[src/hw/rtl/bmhq_pkg.sv]
// bmhq_pkg: sizes, codes and shared types of the binary max-heap queue
// no dependencies; imported by bmhq_ram, bmhq_cmp, binary_max_heap_queue_core and the testbench
package bmhq_pkg;

	localparam int DEPTH   = 1024;
	localparam int IDX_W   = $clog2(DEPTH);
	localparam int CNT_W   = $clog2(DEPTH + 1);
	localparam int CHILD_W = IDX_W + 2;
	localparam int KEY_W   = 64;
	localparam int ENTRY_W = 11;
	localparam int STAT_W  = 2;

	localparam logic FUNC_INSERT = 1'b0;
	localparam logic FUNC_REMOVE = 1'b1;

	localparam logic [STAT_W-1:0] STAT_DONE  = 2'd0;
	localparam logic [STAT_W-1:0] STAT_FULL  = 2'd1;
	localparam logic [STAT_W-1:0] STAT_EMPTY = 2'd2;

	typedef logic signed [KEY_W-1:0] key_t;
	typedef logic [IDX_W-1:0] idx_t;
	typedef logic [CNT_W-1:0] cnt_t;

	typedef enum logic [2:0] {
		S_IDLE,
		S_UP_RD,
		S_UP_CMP,
		S_DN_LOAD,
		S_DN_RD,
		S_DN_CMP,
		S_DONE
	} state_t;

	// flags from the shared compare unit
	typedef struct packed {
		logic pick_right;
		logic best_gt_key;
		logic key_gt_best;
	} cmp_res_t;

endpackage

[src/hw/rtl/bmhq_cmp.sv]
// bmhq_cmp: shared signed compare unit, picks the larger child and
// compares it with the moving key; depends on bmhq_pkg
module bmhq_cmp (
	input  bmhq_pkg::key_t     key,
	input  bmhq_pkg::key_t     left,
	input  bmhq_pkg::key_t     right,
	input  logic               right_en,
	output bmhq_pkg::key_t     best,
	output bmhq_pkg::cmp_res_t res
);
	import bmhq_pkg::*;

	// equal children keep the left one
	assign res.pick_right  = right_en && (right > left);
	assign best            = res.pick_right ? right : left;
	assign res.best_gt_key = best > key;
	assign res.key_gt_best = key > best;

endmodule

[config.mk]
export PLATFORM = sky130hd
export DESIGN_NAME = bmhq_cmp
export DESIGN_NICKNAME = d
export VERILOG_FILES = /design/src/hw/rtl/bmhq_pkg.sv /design/src/hw/rtl/bmhq_cmp.sv
export SDC_FILE = /design/constraint.sdc
export NUM_CORES = 1
export LEC_CHECK = 0
export ABC_CLOCK_PERIOD_IN_PS = 5410
export BUFFER_PORTS_ARGS = -buffer_cell sky130_fd_sc_hd__buf_4
export CORE_ASPECT_RATIO = 0.8
export CORE_MARGIN = 5
export CORE_UTILIZATION = 25
export DETAILED_ROUTE_END_ITERATION = 8
export PLACE_DENSITY_LB_ADDON = 0.15
export SLEW_MARGIN = 40
export SYNTH_ARGS = -nofsm -noshare
export SYNTH_HDL_FRONTEND = slang
export SYNTH_SLANG_ARGS = --single-unit
[constraint.sdc]
create_clock -name vclk -period 5.41
set_input_delay 0.541 -clock vclk [all_inputs]
set_output_delay 0.541 -clock vclk [all_outputs]
set_load 0.05 [all_outputs]
# ---- After elaboration in Yosys (flattened, before gate mapping)
# Index checks and enable logic that the tools add are counted.
dict set report word_totals {
  register_bits 0
  latchBits 0
  ram_bits 0
  rom_bits 0
  elab_cells 5
  n_memories 0
}
dict set report classes {
  addsub 0
  mul 0
  div 0
  n_lt_le_gt_ge 3
  eq_ne 0
  shift 0
  muxes 1
  bitwise_logic 0
  n_reduce_logical 1
}
# cell n
set ops {}
lappend ops {{64-bit > comparator} 3}
lappend ops {{64-bit two-way mux} 1}
lappend ops {{1-bit logical AND} 1}

# ---- Longest topological paths before layout
dict set report depth {
  depth_word 4
  ltp_mapped 19
}

# ---- Worst setup path before layout
# OpenSTA, ideal clock, no wires.
dict set report synth_path {
  path_type {input-to-output}
  startpoint {in left[37]}
  endpoint {out res[0] in the netlist's numbering}
  arrival_time_ns 5.109
  required_ns 4.869
  slack_ns -0.240
  cell_stages 19
  path_buffers 2
  path_cell_list {inv_1 > ha_1 > a21oi_1 > o21ai_0 > a22o_1 > o41ai_1 > and4_4 > buf_2 > buf_1 > a32oi_1 > o211ai_1 > ha_1 > nor2b_1 > o211ai_1 > a21o_1 > a31oi_1 > nor3_1 > o211ai_1 > mux2i_1}
}
# item line_no
set synth_lines {}
lappend synth_lines {{start: declaration} bmhq_cmp.sv:5} ;# input bmhq_pkg::key_t left,
lappend synth_lines {{end: declaration} bmhq_cmp.sv:9} ;# output bmhq_pkg::cmp_res_t res

==> out/summary.txt <==
synthesized net count - 945
termination of the worst setup path - res[0]
max-cap viol count - 0
setup repair after global routing missed its margin - yes
detailed-route via count - 6203
sum of routed wire length over all layers - 21100 um
summed negative setup slack over all endpoints - -0.0274 ns
vias in the first global route - 6270
Peak Freq - 184 MHz
Top Ports - 260
vertical extent of the die - 136 um
result of the run - finished, violations left
Final Hold Viols - 0
initial core utilization - 0.253
drt initial violations - 300
placement row count - 46
measured slew at the worst slew-check pin - 0.522 ns
final worst-path cycle share - 1.01
Top Metal Used - met4
cell count after synthesis - 624
CP Capture Type - primary output
Met2 Wirelength - 9640 um
routability-driven placement congestion ratio - 0.828
nature of the critical path startpoint - input pin
worst hold slack - 1.46 ns
Power Dens Cells - 137 mW/mm2
largest net degree at the start of global routing - 58
full die area - 0.0229 mm2
library cells used by synthesis - 41
total congestion overflow after global routing - 0
Data arrival, critical path - 4.90 ns
fraction of layout instances using a drive strength above 1 - 0.480
family of cells with the greatest summed delay on the critical path - buffers and inverters
GR Util All Layers - 0.172
# placed instances - 1279
Crit path top cell by count - sky130_fd_sc_hd__buf_4
proportion of synthesized chip area in sequential cells - 0
violations in the final reports - setup timing
final-report max-slew violation count - 0
path category of the worst min-delay check - in -> out
crit path setup slack, layout - -0.0274 ns
Final setup viols - 1
Diodes inserted - 0
Max FO, Critical Path - 8
Core Box Area - 0.0197 mm2
area used by sequential logic in the layout - 0 um2
post-synth design cell area - 0.00498 mm2
number of buffers and inverters on the critical path - 9
antenna violations before repair - 0
Final Critical Period - 5.44 ns
Max stage delay cell, worst path - sky130_fd_sc_hd__nor4_4
setup slack after placement - -0.637 ns
WL met3 - 1340 um
Crit Path Class - in -> out
critical path startpoint - left[13]
Non-Filler Instances - 1288
global-route wire length before repair - 32600 um
Overall Power - 1.23 mW
remaining antenna violation count - 0
1st-pass router iterations - 6
leakage - 4.56 nW
remaining design rule violation count - 0
Crit. path cell count - 25
Die Width - 168 um
crit-path max cell delay - 0.37 ns
detail-routed net length per standard cell - 16.4 um
Met1 Wirelength - 9950 um
final net count - 1347
detailed-placement wirelength estimate - 18200 um
worst relative slew slack - 0.652
# port buffers - 260
number of clock-tree buffers in the layout - 0
worst IR drop on VDD - 64.1 uV
synthesis-to-finish area growth - 80.3%
mean post-synth cell area - 7.98 um2
commonest cells after routing, fill and taps aside - sky130_fd_sc_hd__buf_4, sky130_fd_sc_hd__ha_1, sky130_fd_sc_hd__mux2_1
per-cell via count in the routed design - 4.82
Yosys warnings - 0
commonest non-fill, non-tap cell in the layout - sky130_fd_sc_hd__buf_4
required time at the endpoint of the critical path - 4.87 ns
cts-stage hold buffer count - 0
sequential cell count - 0
what timing repair did:
| action | CTS | global route |
|---|---|---|
| cloned | 2 | 0 |
| pin swaps | 40 | 24 |
| endpoints found under the setup margin | 2 | 2 |
| gates resized for setup | 60 | 44 |
| setup buffers | 8 | 2 |
cell usage after synthesis, drive strengths merged (2+ instances only):
| cell type | count | area, um2 |
|---|---|---|
| ha | 128 | 1600 |
| inv | 66 | 248 |
| mux2i | 52 | 521 |
| mux2 | 50 | 563 |
| a21oi | 46 | 230 |
| nand2 | 42 | 158 |
| nand3 | 35 | 175 |
| nand4 | 24 | 150 |
| o211ai | 21 | 158 |
| o21ai | 18 | 90.1 |
| a21o | 17 | 128 |
| buf | 15 | 136 |
| a32oi | 14 | 123 |
| o211a | 14 | 140 |
| o22a | 14 | 123 |
| clkbuf | 12 | 45.0 |
| nor2 | 11 | 41.3 |
| and4 | 7 | 63.8 |
| nor4 | 5 | 43.8 |
| nor3 | 4 | 20.0 |
| o21a | 4 | 30.0 |
| a221oi | 3 | 26.3 |
| nand2b | 3 | 18.8 |
| nor2b | 3 | 18.8 |
| a21boi | 2 | 15.0 |
| a31o | 2 | 17.5 |
| o41ai | 2 | 17.5 |
power by group:
part | switching, mW | internal [mW]
Combinational | 0.664 | 0.565
Sequential | 0 | 0
Clock | 0 | 0
Total | 0.664 | 0.565
how the worst min path moves through the flow:
stage          startpoint       end  slack (ns)  depth (start not counted)
4_1_cts          left[47]  best[47]        1.46                          3
3_3_place_gp     left[16]  best[16]        1.47                          3
6_report         left[47]  best[47]        1.46                          3
5_1_grt          left[47]  best[47]        1.47                          3
2_1_floorplan    left[13]  best[13]        1.47                          1
3_5_place_dp     left[55]  best[55]        1.47                          3
worst min-delay path, cell delays in order:
cell and delay, ns:
sky130_fd_sc_hd__buf_6 0.07, sky130_fd_sc_hd__mux2_1 0.11, sky130_fd_sc_hd__buf_4 0.19
logic make-up (layout without fill, tap and decap cells):
family,after synthesis,after routing,share of synthesized area
AO/OA/AOI/OAI,164,164,0.232
AND/OR/NAND/NOR,136,136,0.142
adder cells (fa/ha/maj),128,128,0.321
multiplexers,102,102,0.217
buffers and inverters,93,493,0.0861
XOR/XNOR,1,1,0.00176
layout make-up:
| class | instances | area, um2 |
|---|---|---|
| repair buffers | 427 | 3400 |
| multi-input cells | 531 | 4990 |
| inverters | 66 | 260 |
| well taps | 264 | 330 |
| fillers | 1992 | 10700 |
layer usage:
| metal | vias to the layer above | GRT usage |
|---|---|---|
| met5 | - | 0 |
| met4 | 0 | 0.0122 |
| met3 | 14 | 0.0244 |
| met2 | 203 | 0.292 |
| met1 | 2779 | 0.242 |
| li1 | 3207 | - |
stage by stage:
step,area (um2),util
4_1_cts,8760,0.445
2_1_floorplan,4990,-
3_3_place_gp,8340,0.424
6_report,8980,0.456
3_5_place_dp,8340,0.424
5_1_grt,8980,0.456
No activity file was read; power rests on OpenSTA's default activity.
